`src/rtl/ppgm_pkg.sv`:
```
// Package for the plain PGM text parser: word types, status codes, character
// constants and the push bundle between the parser and the result queue.
// No dependencies.
package ppgm_pkg;

	localparam int MAX_DIM = 4096;
	localparam logic [16:0] ACC_CAP = 17'h10000;
	localparam logic [16:0] MAX_LEVEL_LIMIT = 17'h0FFFF;

	localparam logic [7:0] CH_LF    = 8'h0A;
	localparam logic [7:0] CH_SPACE = 8'h20;
	localparam logic [7:0] CH_HASH  = 8'h23;
	localparam logic [7:0] CH_ZERO  = 8'h30;
	localparam logic [7:0] CH_NINE  = 8'h39;
	localparam logic [7:0] CH_TWO   = 8'h32;
	localparam logic [7:0] CH_P     = 8'h50;

	localparam logic KIND_PIXEL  = 1'b0;
	localparam logic KIND_STATUS = 1'b1;

	localparam logic [2:0] ERR_NONE       = 3'd0;
	localparam logic [2:0] ERR_MAGIC      = 3'd1;
	localparam logic [2:0] ERR_CHAR       = 3'd2;
	localparam logic [2:0] ERR_SIZES      = 3'd3;
	localparam logic [2:0] ERR_MAX_LINE   = 3'd4;
	localparam logic [2:0] ERR_OVER_MAX   = 3'd5;
	localparam logic [2:0] ERR_HEADER     = 3'd6;
	localparam logic [2:0] ERR_TOO_LARGE  = 3'd7;

	typedef enum logic [1:0] {
		PH_MAGIC,
		PH_SIZE,
		PH_MAX,
		PH_PIX
	} phase_t;

	typedef struct packed {
		logic [7:0] data_byte;
		logic       end_of_file;
	} in_item_t;

	typedef struct packed {
		logic        kind;
		logic [11:0] column;
		logic [11:0] row;
		logic [7:0]  pixel_value;
		logic [2:0]  status_code;
		logic [12:0] image_width;
		logic [12:0] image_height;
		logic [15:0] max_level;
		logic        last_of_run;
	} out_item_t;

	// Up to two result words are written into the queue per accepted word.
	typedef struct packed {
		logic [1:0] count;
		out_item_t  first;
		out_item_t  second;
	} push_t;

endpackage

```
`src/rtl/ppgm_if.sv`:
```
// Valid/ready channel interfaces for the text input and the result output.
// Depends on ppgm_pkg.
interface ppgm_text_if import ppgm_pkg::*; ();
	logic     valid;
	logic     ready;
	in_item_t data;

	modport source (output valid, output data, input ready);
	modport sink (input valid, input data, output ready);
endinterface

interface ppgm_result_if import ppgm_pkg::*; ();
	logic      valid;
	logic      ready;
	out_item_t data;

	modport source (output valid, output data, input ready);
	modport sink (input valid, input data, output ready);
endinterface

```
`src/rtl/ppgm_parser.sv`:
```
// Parser core: holds the header and position state and turns one accepted
// word into up to two result words. Depends on ppgm_pkg.
module ppgm_parser import ppgm_pkg::*; (
	input  logic     clk,
	input  logic     arst_n,
	input  logic     accept,
	input  in_item_t word,
	output push_t    push
);

	typedef struct packed {
		phase_t      phase;
		logic [1:0]  magic_pos;
		logic        at_line_start;
		logic        in_comment;
		logic        line_has_char;
		logic        in_number;
		logic [16:0] acc;
		logic [1:0]  size_count;
		logic [12:0] width;
		logic [12:0] height;
		logic [15:0] max_v;
		logic [11:0] next_col;
		logic [12:0] next_row;
		logic [2:0]  err;
	} pst_t;

	typedef struct packed {
		pst_t        s;
		logic        emit;
		logic [11:0] col;
		logic [11:0] row;
		logic [7:0]  val;
	} fin_t;

	localparam pst_t ST_RESET = '{
		phase: PH_MAGIC, magic_pos: 2'd0, at_line_start: 1'b1, in_comment: 1'b0,
		line_has_char: 1'b0, in_number: 1'b0, acc: 17'd0, size_count: 2'd0,
		width: 13'd0, height: 13'd0, max_v: 16'd0, next_col: 12'd0,
		next_row: 13'd0, err: ERR_NONE
	};

	pst_t        st_q;
	pst_t        st_next;
	fin_t        fin;
	logic        skip;
	logic        is_digit;
	logic [3:0]  digit;
	logic [20:0] acc_prod;
	out_item_t   pix_item;
	out_item_t   stat_item;

	function automatic logic rows_done(input pst_t s);
		return (s.width == 13'd0) || (s.next_row >= s.height);
	endfunction

	function automatic fin_t fin_none(input pst_t s);
		fin_t f;
		f.s    = s;
		f.emit = 1'b0;
		f.col  = '0;
		f.row  = '0;
		f.val  = '0;
		return f;
	endfunction

	function automatic fin_t finish_number(input pst_t s);
		fin_t        f;
		logic [12:0] col_inc;
		f = fin_none(s);
		f.s.in_number = 1'b0;
		col_inc = {1'b0, s.next_col} + 13'd1;
		unique case (s.phase)
			PH_MAGIC: ;
			PH_SIZE: begin
				if (s.acc > 17'(MAX_DIM))
					f.s.err = ERR_TOO_LARGE;
				else if (s.size_count == 2'd1)
					f.s.width = s.acc[12:0];
				else
					f.s.height = s.acc[12:0];
			end
			PH_MAX: begin
				if (s.acc > MAX_LEVEL_LIMIT)
					f.s.err = ERR_TOO_LARGE;
				else
					f.s.max_v = s.acc[15:0];
			end
			PH_PIX: begin
				if (!rows_done(s)) begin
					if (s.acc > {1'b0, s.max_v}) begin
						f.s.err = ERR_OVER_MAX;
					end else begin
						f.emit = 1'b1;
						f.col  = s.next_col;
						f.row  = s.next_row[11:0];
						f.val  = s.acc[7:0];
						if (col_inc >= s.width) begin
							f.s.next_col = 12'd0;
							f.s.next_row = s.next_row + 13'd1;
						end else begin
							f.s.next_col = col_inc[11:0];
						end
					end
				end
			end
		endcase
		return f;
	endfunction

	function automatic fin_t end_line(input pst_t s);
		fin_t f;
		if (s.in_number)
			f = finish_number(s);
		else
			f = fin_none(s);
		if (f.s.err == ERR_NONE && !f.s.in_comment) begin
			if (f.s.phase == PH_SIZE) begin
				f.s.phase = PH_MAX;
			end else if (f.s.phase == PH_MAX) begin
				if (!f.s.line_has_char)
					f.s.err = ERR_MAX_LINE;
				else
					f.s.phase = PH_PIX;
			end
		end
		f.s.at_line_start = 1'b1;
		f.s.in_comment    = 1'b0;
		f.s.line_has_char = 1'b0;
		f.s.in_number     = 1'b0;
		return f;
	endfunction

	assign is_digit = (word.data_byte >= CH_ZERO) && (word.data_byte <= CH_NINE);
	assign digit    = 4'(word.data_byte - CH_ZERO);

	always_comb begin
		fin      = fin_none(st_q);
		skip     = 1'b0;
		acc_prod = '0;
		st_next  = st_q;
		if (word.end_of_file) begin
			if (st_q.err == ERR_NONE) begin
				if (st_q.phase == PH_MAGIC) begin
					if (st_q.magic_pos == 2'd2)
						fin.s.phase = PH_SIZE;
					else
						fin.s.err = ERR_MAGIC;
				end else if (st_q.line_has_char || st_q.in_number) begin
					fin = end_line(st_q);
				end
				if (fin.s.err == ERR_NONE && fin.s.phase != PH_PIX)
					fin.s.err = ERR_HEADER;
			end
			st_next = ST_RESET;
		end else if (st_q.err == ERR_NONE) begin
			if (st_q.phase == PH_MAGIC) begin
				if (word.data_byte == CH_LF) begin
					if (st_q.magic_pos == 2'd2)
						fin.s.phase = PH_SIZE;
					else
						fin.s.err = ERR_MAGIC;
				end else if (st_q.magic_pos == 2'd0 && word.data_byte == CH_P) begin
					fin.s.magic_pos = 2'd1;
				end else if (st_q.magic_pos == 2'd1 && word.data_byte == CH_TWO) begin
					fin.s.magic_pos = 2'd2;
				end else begin
					fin.s.err = ERR_MAGIC;
				end
			end else if (word.data_byte == CH_LF) begin
				fin = end_line(st_q);
			end else begin
				if (fin.s.at_line_start) begin
					fin.s.at_line_start = 1'b0;
					if (word.data_byte == CH_HASH) begin
						fin.s.in_comment = 1'b1;
						skip = 1'b1;
					end else if (fin.s.phase == PH_PIX && rows_done(fin.s)) begin
						// Lines after the last row, or with no image at all, are skipped.
						fin.s.in_comment = 1'b1;
					end
				end
				fin.s.line_has_char = 1'b1;
				if (!skip && !fin.s.in_comment) begin
					if (is_digit) begin
						if (!fin.s.in_number) begin
							if (fin.s.phase == PH_SIZE) begin
								if (fin.s.size_count >= 2'd2) begin
									fin.s.err = ERR_SIZES;
									skip = 1'b1;
								end else begin
									fin.s.size_count = fin.s.size_count + 2'd1;
								end
							end
							if (!skip) begin
								fin.s.in_number = 1'b1;
								fin.s.acc = 17'd0;
							end
						end
						if (!skip) begin
							acc_prod = {4'd0, fin.s.acc} * 21'd10 + {17'd0, digit};
							if (acc_prod > {4'd0, ACC_CAP})
								fin.s.acc = ACC_CAP;
							else
								fin.s.acc = acc_prod[16:0];
						end
					end else begin
						if (fin.s.in_number)
							fin = finish_number(fin.s);
						if (fin.s.err == ERR_NONE) begin
							if (fin.s.phase == PH_MAX)
								fin.s.err = ERR_MAX_LINE;
							else if (word.data_byte != CH_SPACE)
								fin.s.err = ERR_CHAR;
						end
					end
				end
			end
			st_next = fin.s;
		end
	end

	always_comb begin
		pix_item              = '0;
		pix_item.kind         = KIND_PIXEL;
		pix_item.column       = fin.col;
		pix_item.row          = fin.row;
		pix_item.pixel_value  = fin.val;
		pix_item.last_of_run  = !word.end_of_file;

		stat_item              = '0;
		stat_item.kind         = KIND_STATUS;
		stat_item.status_code  = fin.s.err;
		stat_item.image_width  = fin.s.width;
		stat_item.image_height = fin.s.height;
		stat_item.max_level    = fin.s.max_v;
		stat_item.last_of_run  = 1'b1;

		push.count  = 2'({1'b0, fin.emit} + {1'b0, word.end_of_file});
		push.first  = fin.emit ? pix_item : stat_item;
		push.second = stat_item;
		if (!accept)
			push.count = 2'd0;
	end

	always_ff @(posedge clk or negedge arst_n) begin
		if (!arst_n)
			st_q <= ST_RESET;
		else if (accept)
			st_q <= st_next;
	end

endmodule

```
`src/rtl/ppgm_res_fifo.sv`:
```
// Four-word result queue: takes up to two words per cycle from the parser, hands
// one word per cycle to a ready result channel. Depends on ppgm_pkg, ppgm_if.
module ppgm_res_fifo import ppgm_pkg::*; (
	input  logic           clk,
	input  logic           arst_n,
	input  push_t          push,
	output logic           room,
	ppgm_result_if.source  result
);

	out_item_t  mem_q [4];
	logic [1:0] wr_ptr_q;
	logic [1:0] rd_ptr_q;
	logic [2:0] count_q;
	logic       pop;

	assign pop          = result.valid && result.ready;
	assign result.valid = (count_q != 3'd0);
	assign result.data  = mem_q[rd_ptr_q];
	// Two free places are needed, since an end word may bring two results.
	assign room         = (count_q <= 3'd2);

	always_ff @(posedge clk) begin
		if (push.count != 2'd0)
			mem_q[wr_ptr_q] <= push.first;
		if (push.count == 2'd2)
			mem_q[wr_ptr_q + 2'd1] <= push.second;
	end

	always_ff @(posedge clk or negedge arst_n) begin
		if (!arst_n) begin
			wr_ptr_q <= 2'd0;
			rd_ptr_q <= 2'd0;
			count_q  <= 3'd0;
		end else begin
			wr_ptr_q <= wr_ptr_q + push.count;
			if (pop)
				rd_ptr_q <= rd_ptr_q + 2'd1;
			count_q <= count_q + {1'b0, push.count} - {2'd0, pop};
		end
	end

endmodule

```
`src/rtl/plain_pgm_text_parser.sv`:
```
// Plain PGM (P2) text parser, top level: one text word per cycle in while the
// result queue has room, pixel and status words out. The parser state advances
// by one word for each word taken and the results are queued; a text word is
// taken in the cycle it is offered as long as the result queue has two free
// places, so with the result side draining the block sustains one byte per
// clock, and each result is registered in the queue when its word is taken.
// An end word can give a final pixel and the status word; these leave the
// queue one after the other, one word per cycle being the limit of the result
// channel. Depends on ppgm_pkg, ppgm_if, ppgm_parser and ppgm_res_fifo.
module plain_pgm_text_parser import ppgm_pkg::*; (
	input  logic          clk,
	input  logic          arst_n,
	ppgm_text_if.sink     text,
	ppgm_result_if.source result
);

	push_t push;
	logic  room;
	logic  accept;

	assign text.ready = room;
	assign accept     = text.valid && room;

	ppgm_parser u_parser (
		.clk    (clk),
		.arst_n (arst_n),
		.accept (accept),
		.word   (text.data),
		.push   (push)
	);

	ppgm_res_fifo u_fifo (
		.clk    (clk),
		.arst_n (arst_n),
		.push   (push),
		.room   (room),
		.result (result)
	);

endmodule

```
`src/flat_wrapper.sv`:
```
// flat-port wrapper written by rule: the top's interface ports become plain ports
module plain_pgm_text_parser_flat import ppgm_pkg::*;
  (clk, arst_n, text_valid, text_data, text_ready, result_valid, result_data, result_ready);
  ppgm_text_if text_i ();
  ppgm_result_if result_i ();
  input  logic clk;
  input  logic arst_n;
  input wire logic [$bits(text_i.valid)-1:0] text_valid;
  input wire logic [$bits(text_i.data)-1:0] text_data;
  output wire logic [$bits(text_i.ready)-1:0] text_ready;
  output wire logic [$bits(result_i.valid)-1:0] result_valid;
  output wire logic [$bits(result_i.data)-1:0] result_data;
  input wire logic [$bits(result_i.ready)-1:0] result_ready;
  assign text_i.valid = text_valid;
  assign text_i.data = text_data;
  assign text_ready = text_i.ready;
  assign result_valid = result_i.valid;
  assign result_data = result_i.data;
  assign result_i.ready = result_ready;
  plain_pgm_text_parser u_core (.clk(clk), .arst_n(arst_n), .text(text_i), .result(result_i));
endmodule
```
`config.mk`:
```
export PLATFORM = sky130hd
export DESIGN_NAME = plain_pgm_text_parser_flat
export DESIGN_NICKNAME = d
export VERILOG_FILES = /design/src/rtl/ppgm_pkg.sv /design/src/rtl/ppgm_if.sv /design/src/rtl/ppgm_parser.sv /design/src/rtl/ppgm_res_fifo.sv /design/src/rtl/plain_pgm_text_parser.sv /design/src/flat_wrapper.sv
export SDC_FILE = /design/constraint.sdc
export NUM_CORES = 1
export LEC_CHECK = 0
export BUFFER_PORTS_ARGS = -buffer_cell sky130_fd_sc_hd__buf_4
export CAP_MARGIN = 40
export CORE_ASPECT_RATIO = 0.8
export CORE_MARGIN = 2
export CORE_UTILIZATION = 60
export CTS_CLUSTER_DIAMETER = 50
export CTS_CLUSTER_SIZE = 28
export DETAILED_ROUTE_END_ITERATION = 12
export GPL_TIMING_DRIVEN = 0
export PLACE_DENSITY = 0.78
export SLEW_MARGIN = 10
export SYNTH_ARGS = -nofsm -noshare
export SYNTH_HDL_FRONTEND = slang
export SYNTH_SLANG_ARGS = --single-unit
```
`constraint.sdc`:
```
create_clock -name clk -period 8 [get_ports clk]
set_input_delay 0.4 -clock clk [delete_from_list [all_inputs] [get_ports clk]]
set_output_delay 0.4 -clock clk [all_outputs]
set_load 0.05 [all_outputs]
```
==> impl_summary.log, run 1 <==
INFO  metric run_status = finished, final reports clean
INFO  metric worst_setup_hold_path_clk_slew = 0.09 ns
INFO  metric netlist_instances = 1,789
INFO  metric detail_route.vias_per_cell = 6.39
INFO  metric clock_tree.root_cell = clkbuf_16
INFO  metric final_stage_net_count = 2,033
INFO  metric r2r.worst_path.cells = 21
INFO  metric synth-xor-area-share = 2.03%
INFO  metric post-route-period-util = 78.9%
INFO  metric wire_length_of_the_first_global_routing_pass = 86.5 mm
INFO  metric gp_congestion = 0.951
INFO  metric whs_endpoint = u_core.u_parser.st_q[72]
INFO  metric initialDrtViolationCount = 1,587
INFO  metric type_of_the_setup_path_with_the_least_slack = reg2reg
INFO  metric core_area = 33,900 um^2
INFO  metric cell_depth_of_the_worst_min_delay_path = 3
INFO  metric floorplan.die.height = 170 um
INFO  metric synth-adder-area-share = 5.35%
INFO  metric synth_nets = 1,889
INFO  metric tritoncts.num_buffers = 31
INFO  metric ctsLongestPathBuffers = 3
INFO  metric layout_setup_ws = 1.68 ns
INFO  metric max-cap-violations = 0
INFO  metric cellPowerDensity = 272 nW/um^2
INFO  metric initial_core_util = 61.3%
INFO  metric worst_pin_slew = 0.898 ns
INFO  metric synth_top_family_by_area = compound AO/OA/AOI/OAI gates
INFO  metric clock-skew-final = 0.0199 ns
INFO  metric grtUsageTotal = 30.8%
INFO  metric fp-row-count = 60
INFO  metric first_global_vias = 15,300
INFO  metric reg2reg_from = u_core.u_parser.st_q[3]
INFO  metric headroom_to_the_max_slew_limit = 40.2%
INFO  metric routed_wl = 54.5 mm
INFO  metric setup_repair_after_global_routing_missed_its_margin = no
INFO  metric synth_edf_count = 180
INFO  metric grt_max_degree = 76
INFO  metric remaining_drc_errors = 0
INFO  metric reg2reg_to = u_core.u_fifo.mem_q[1][13]
INFO  metric die_w = 212 um
INFO  metric fillcell_total = 2,458
INFO  metric yosysUniqueCellTypes = 82
INFO  metric max_freq = 0.158 GHz
INFO  metric antenna_violating_nets_post_route = 0
INFO  metric globalRouteOverflowTotal = 0
INFO  metric num_vias = 15,500
INFO  metric report.final.hold_viol_count = 0
INFO  metric min_delay_path_class = in2reg
INFO  metric clock-sinks = 420
INFO  metric tritoncts_clock_tree = yes
INFO  metric required = 8.44 ns
INFO  metric final.setup.tns = 0 ns
INFO  metric synthMuxAreaShare = 11.2%
INFO  metric die_area = 36,100 um^2
INFO  metric wl_per_cell = 22.5 um
INFO  metric syn_area_per_cell = 11.6 um^2
INFO  metric commonest_non_fill_non_tap_cells_in_the_layout = nor2_1 (246), edfxtp_1 (180), a22o_1 (179), dfxtp_1 (136), dfrtp_1 (103)
INFO  metric synth_async_sr_flop_share = 24.8%
INFO  metric maxSlewViolCount = 0
INFO  metric mappedNetlistArea = 20,800 um^2
INFO  metric antenna_found_initial = 0
INFO  metric io_buffers = 93
INFO  metric synth_sequential_area_ratio = 51.7%
INFO  metric clk_latency = 0.60 ns
INFO  metric timing.critical_path.to_type = register
INFO  metric cellLeakagePower = 8.98 nW
INFO  metric vdd_ir_drop_max = 0.000200 V
INFO  metric timing.final.setup_violations = 0
INFO  metric timing.critical_path.from_type = register
INFO  metric layout_commonest_cell = nor2_1
INFO  metric htree_num_levels = 1
INFO  metric layout_min_cycle_time = 6.32 ns
INFO  metric synth_simple_gate_area_share = 11.4%
INFO  metric hold_start = text_data[1]
INFO  metric dr.pass1.iters = 6
INFO  metric area_delta_synth_final = 12.6%
INFO  metric synth-compound-area-share = 14.5%
INFO  metric design.portCount = 94
INFO  metric n_antenna_cell = 0
INFO  metric buffers_inserted_by_post_cts_timing_repair = 0
INFO  metric preCtsSetupSlack = 1.80 ns
INFO  metric drive_above_1_share = 15.4%
INFO  metric detailedPlacementHpwl = 39.3 mm
INFO  metric crit_arrival = 6.76 ns
INFO  metric ys_seq_elements = 420
INFO  metric yosysWarnings = 0
INFO  metric path_max_fanout = 19
INFO  metric reg2reg_slack = 1.68 ns
INFO  metric synth-main-ff-cell = edfxtp_1
## per-layer routing
metal | track usage (%) | wire (um) | vias to the layer above
li1 | - | - | 6948
met1 | 45.7 | 23900 | 7726
met2 | 48.1 | 24900 | 693
met3 | 4.59 | 4420 | 102
met4 | 7.84 | 1320 | 0
met5 | 0 | 0 | -
## synth_stat cells, drive strengths merged (15+ instances only)
master  count  area share [%]
nor3       26            0.73
xor2       25             1.1
edfxtp    180              26
inv        78             1.4
xnor2      23            0.97
o21ai      79             2.0
and2       22            0.68
buf        27            0.68
ha         84             5.1
nand3      24            0.58
dfxtp     136              13
a22o      179             7.6
dfrtp     103              12
clkbuf     93             1.7
or3        15            0.45
mux4       79             8.6
mux2i      48             2.6
nor2      246             4.4
a21oi      47             1.1
nand2      91             1.6
## power breakdown
group / internal, mW / total [mW] / switching, mW
clock network: 0.819 / 1.71 / 0.886
registers: 2.36 / 2.42 / 0.0578
logic: 0.738 / 2.23 / 1.49
## kinds of logic (layout without fill, tap and decap cells)
group           count (synthesis)  after routing
simple gates                  509            509
flops                         420            420
fa+ha+maj                      87             87
xor+xnor                       48             48
compound gates                399            399
mux                           128            128
buf+inv                       198            366
## timing repair
item / 4_1_cts / 5_1_grt
hold buffers: 1 / 0
resized for setup: 0 / 0
endpoints found under the hold margin: 29 / 0
## how the worst max path moves through the flow
stage / start / to / slack (ns) / depth (start not counted)
2_1_floorplan: u_core.u_parser.st_q[3] / u_core.u_fifo.mem_q[1][10] / 2.78 / 21
5_1_grt: u_core.u_parser.st_q[3] / u_core.u_fifo.mem_q[1][8] / 1.39 / 21
3_3_place_gp: u_core.u_parser.st_q[3] / u_core.u_fifo.mem_q[1][14] / 0.44 / 21
4_1_cts: u_core.u_parser.st_q[3] / u_core.u_fifo.mem_q[1][11] / 1.82 / 21
3_5_place_dp: text_data[8] / u_core.u_parser.st_q[83] / 1.80 / 22
6_report: u_core.u_parser.st_q[3] / u_core.u_fifo.mem_q[1][13] / 1.68 / 21
## registers in the layout, summed over array words and instances, names as in the netlist
register,cells
u_core.u_fifo.count_q,3
u_core.u_fifo.mem_q,316
u_core.u_fifo.rd_ptr_q,2
u_core.u_fifo.wr_ptr_q,2
u_core.u_parser.st_q,97
## stage by stage
stage | instance area (um^2) | power [mW] | cells | hold WS, ns | util, %
3_3_place_gp | 22000 | 4.60 | 2347 | 0.440 | 65.1
6_report | 23400 | 6.35 | 2422 | 0.104 | 69.0
4_1_cts | 23400 | 6.34 | 2420 | 0.0876 | 69.0
2_1_floorplan | 20800 | 4.00 | 1789 | 0.104 | -
5_1_grt | 23400 | 6.57 | 2422 | 0.110 | 69.0
3_5_place_dp | 22200 | 4.67 | 2362 | 0.305 | 65.7
## critical path, cell delays in order (launching register included)
cell,delay (ns)
dfrtp_1,0.36
clkbuf_1,0.43
inv_1,0.12
ha_1,0.31
nor2_1,0.12
a21oi_1,0.08
o311ai_1,0.62
a211oi_1,0.34
o31ai_4,0.47
and2_4,0.25
nor2_1,0.05
nor3_1,0.24
ha_1,0.27
clkbuf_1,0.20
nor2b_1,0.21
a21oi_1,0.07
or3_1,0.32
clkbuf_1,0.23
inv_2,0.45
nand2_1,0.44
clkbuf_1,0.40
nor2_1,0.20
## layout make-up
class,instances,area [um^2],share of cell area (%)
inverter,78,293,1.25
multi-input combinational,1171,9240,39.5
clock buffer,33,793,3.39
sequential,420,10700,45.9
clock inverter,24,317,1.35
buffer,120,489,2.09
timing repair buffer,111,928,3.97
tap,465,582,2.49
Note: power is estimated with default switching activity, not from simulation.
==> inputs of run 2 (changes only) <==
==> constraint.sdc (replaced) <==
create_clock -name clk -period 6.6 [get_ports clk]
set_input_delay 0.33 -clock clk [delete_from_list [all_inputs] [get_ports clk]]
set_output_delay 0.33 -clock clk [all_outputs]
set_load 0.05 [all_outputs]
==> impl_summary.log, run 2 (same netlist as run 1, synthesis figures left out) <==
INFO  metric run_status = finished, final reports clean
INFO  metric ctsLongestPathBuffers = 3 (unchanged)
INFO  metric gp_congestion = 0.951 (unchanged)
INFO  metric r2r.worst_path.cells = 21 (unchanged)
INFO  metric finalNonFillerCells = 2,422 (unchanged)
INFO  metric area_delta_synth_final = 12.7% (about the same)
INFO  metric min_delay_path_class = in2reg
INFO  metric max-cap-violations = 0 (unchanged)
INFO  metric wire_length_of_the_first_global_routing_pass = 86.5 mm (unchanged)
INFO  metric drive_above_1_share = 15.5% (+0.051 points)
INFO  metric wl_per_cell = 22.6 um (+0.24%)
INFO  metric cpLargestDelayFamily = buffers and inverters
INFO  metric report.final.hold_viol_count = 0 (unchanged)
INFO  metric cellLeakagePower = 8.98 nW (about the same)
INFO  metric final_core_utilization = 69.1% (about the same)
INFO  metric worst_pin_slew = 0.886 ns (-0.0121 ns)
INFO  metric die_w = 212 um (unchanged)
INFO  metric worst_setup_hold_path_clk_slew = 0.09 ns (about the same)
INFO  metric largest_register = u_core.u_fifo.mem_q
INFO  metric grt_max_degree = 76 (unchanged)
INFO  metric tritoncts.num_buffers = 31 (unchanged)
INFO  metric max_freq = 0.164 GHz (+3.7%)
INFO  metric first_global_vias = 15,300 (unchanged)
INFO  metric worst_path_most_repeated_cell = clkbuf_1
INFO  metric required = 7.04 ns (-1.40 ns)
INFO  metric detail_route.vias_per_cell = 6.42 (+0.52%)
INFO  metric cp_num_buf_inv = 6 (unchanged)
INFO  metric crit_arrival = 6.53 ns (-0.23 ns)
INFO  metric vdd_ir_drop_max = 0.000242 V (+21%)
INFO  metric maxSlewViolCount = 0 (unchanged)
INFO  metric htree_num_levels = 1 (unchanged)
INFO  metric timing.critical_path.from_type = register
INFO  metric globalRouteOverflowTotal = 0 (unchanged)
INFO  metric n_antenna_cell = 0 (unchanged)
INFO  metric grtUsageTotal = 30.8% (unchanged)
INFO  metric antenna_violating_nets_post_route = 0 (unchanged)
INFO  metric critical-path-slowest-cell = o31ai_4
INFO  metric clock-skew-final = 0.0194 ns (-0.000491 ns)
INFO  metric cp.depth = 21 (unchanged)
INFO  metric tritoncts_clock_tree = yes
INFO  metric clk_latency = 0.60 ns (about the same)
INFO  metric num_vias = 15,500 (+0.52%)
INFO  metric worst_path_largest_cell_delay = 0.46 ns (-0.16 ns)
INFO  metric clock_tree.root_cell = clkbuf_16
INFO  metric initialDrtViolationCount = 1,692 (+6.6%)
INFO  metric cp_cell_sequence = clkbuf_1 -> inv_1 -> ha_1 -> nor2_1 -> a21oi_1 -> o311ai_2 -> a211oi_1 -> o31ai_4 -> and2_4 -> nor2_1 -> nor3_1 -> ha_1 -> clkbuf_1 -> nor2b_1 -> a21oi_1 -> or3_1 -> clkbuf_1 -> inv_2 -> nand2_1 -> clkbuf_1 -> nor2_1
INFO  metric design.portCount = 94 (unchanged)
INFO  metric largestRegisters = u_core.u_fifo.mem_q x316, u_core.u_parser.st_q x97, u_core.u_fifo.count_q x3
INFO  metric initial_core_util = 61.3% (unchanged)
INFO  metric type_of_the_setup_path_with_the_least_slack = reg2reg
INFO  metric dr.pass1.iters = 5 (-1)
INFO  metric cellPowerDensity = 329 nW/um^2 (+21%)
INFO  metric remaining_drc_errors = 0 (unchanged)
INFO  metric fp-row-count = 60 (unchanged)
INFO  metric antenna_found_initial = 0 (unchanged)
INFO  metric dp_cells = 2,362 (unchanged)
INFO  metric worst_hold_slack = 0.0354 ns (-0.0689 ns)
INFO  metric fillcell_total = 2,457 (-0.041%)
INFO  metric routed_wl = 54.7 mm (+0.24%)
INFO  metric detailedPlacementHpwl = 39.3 mm (unchanged)
INFO  metric final_stage_net_count = 2,033 (unchanged)
INFO  metric clock-sinks = 420 (unchanged)
INFO  metric io_buffers = 93 (unchanged)
INFO  metric floorplan.die.height = 170 um (unchanged)
INFO  metric commonest_non_fill_non_tap_cells_in_the_layout = nor2_1 (246), edfxtp_1 (180), a22o_1 (179), dfxtp_1 (136), dfrtp_1 (103)
INFO  metric layout_commonest_cell = nor2_1
INFO  metric timing.final.setup_violations = 0 (unchanged)
INFO  metric path_max_fanout = 19 (unchanged)
INFO  metric setup_repair_after_global_routing_missed_its_margin = no
INFO  metric post-route-period-util = 92.3% (+13 points)
INFO  metric headroom_to_the_max_slew_limit = 41.0% (+0.81 points)
INFO  metric layout_min_cycle_time = 6.09 ns (-0.226 ns)
INFO  metric die_area = 36,100 um^2 (unchanged)
INFO  metric cell_depth_of_the_worst_min_delay_path = 3 (unchanged)
INFO  metric core_area = 33,900 um^2 (unchanged)
INFO  metric largest_register_ff_count = 316 (unchanged)
INFO  metric timing.critical_path.to_type = register
==> run 2: metal layers <==
metal	global-route usage [%]	share of wire [%]
met1	45.7	44
met3	4.59	7.9
met5	0	0
met2	48.1	46
met4	7.84	2.5
==> run 2: timing repair <==
action,CTS,global route
hold buffers,1,0
setup endpoints to repair,0,2
endpoints found under the hold margin,36,0
buffers inserted,0,0
resized for setup,0,1
==> run 2: cell type report <==
class | instances | area, um^2 | share of cell area [%]
flip-flops and latches | 420 | 10700 | 45.9
multi-input cells | 1171 | 9250 | 39.5
repair buffers | 111 | 928 | 3.97
clock buffers | 33 | 793 | 3.39
well taps | 465 | 582 | 2.49
plain buffers | 120 | 489 | 2.09
clock inverters | 24 | 317 | 1.35
inverters | 78 | 293 | 1.25
==> run 2: path summary, 6_finish.rpt <==
path                                            from                    endpoint  slack [ns]
max in group asynchronous                     arst_n    u_core.u_fifo.count_q[2]        5.71
max reg2reg                  u_core.u_parser.st_q[3]  u_core.u_fifo.mem_q[1][13]        0.51
min                                     text_data[1]    u_core.u_parser.st_q[72]        0.04
max                          u_core.u_parser.st_q[3]  u_core.u_fifo.mem_q[1][13]        0.51
min in group asynchronous                     arst_n    u_core.u_parser.st_q[41]        0.19
min reg2reg                u_core.u_fifo.mem_q[2][0]   u_core.u_fifo.mem_q[2][0]        0.47
==> run 2: report_power, final <==
group,internal (mW),switching [mW],total (mW),leakage [nW]
logic,0.894,1.81,2.70,4.23
registers,2.86,0.0713,2.93,4.21
clock network,0.992,1.07,2.07,0.545
==> run 2: tightest hold or removal path, stage by stage <==
cell and delay (ns):
buf_4 0.13, inv_1 0.05, o21ai_1 0.07
==> run 2: per-stage QoR <==
stage | cell area (um^2) | TNS, ns | power [mW] | setup WS [ns]
6_report | 23400 | 0 | 7.70 | 0.510
5_1_grt | 23400 | 0 | 7.96 | 0.227
4_1_cts | 23400 | 0 | 7.69 | 0.419
3_5_place_dp | 22200 | 0 | 5.66 | 0.458
3_3_place_gp | 22000 | -66.81 | 5.58 | -0.963
2_1_floorplan | 20800 | 0 | 4.84 | 1.38
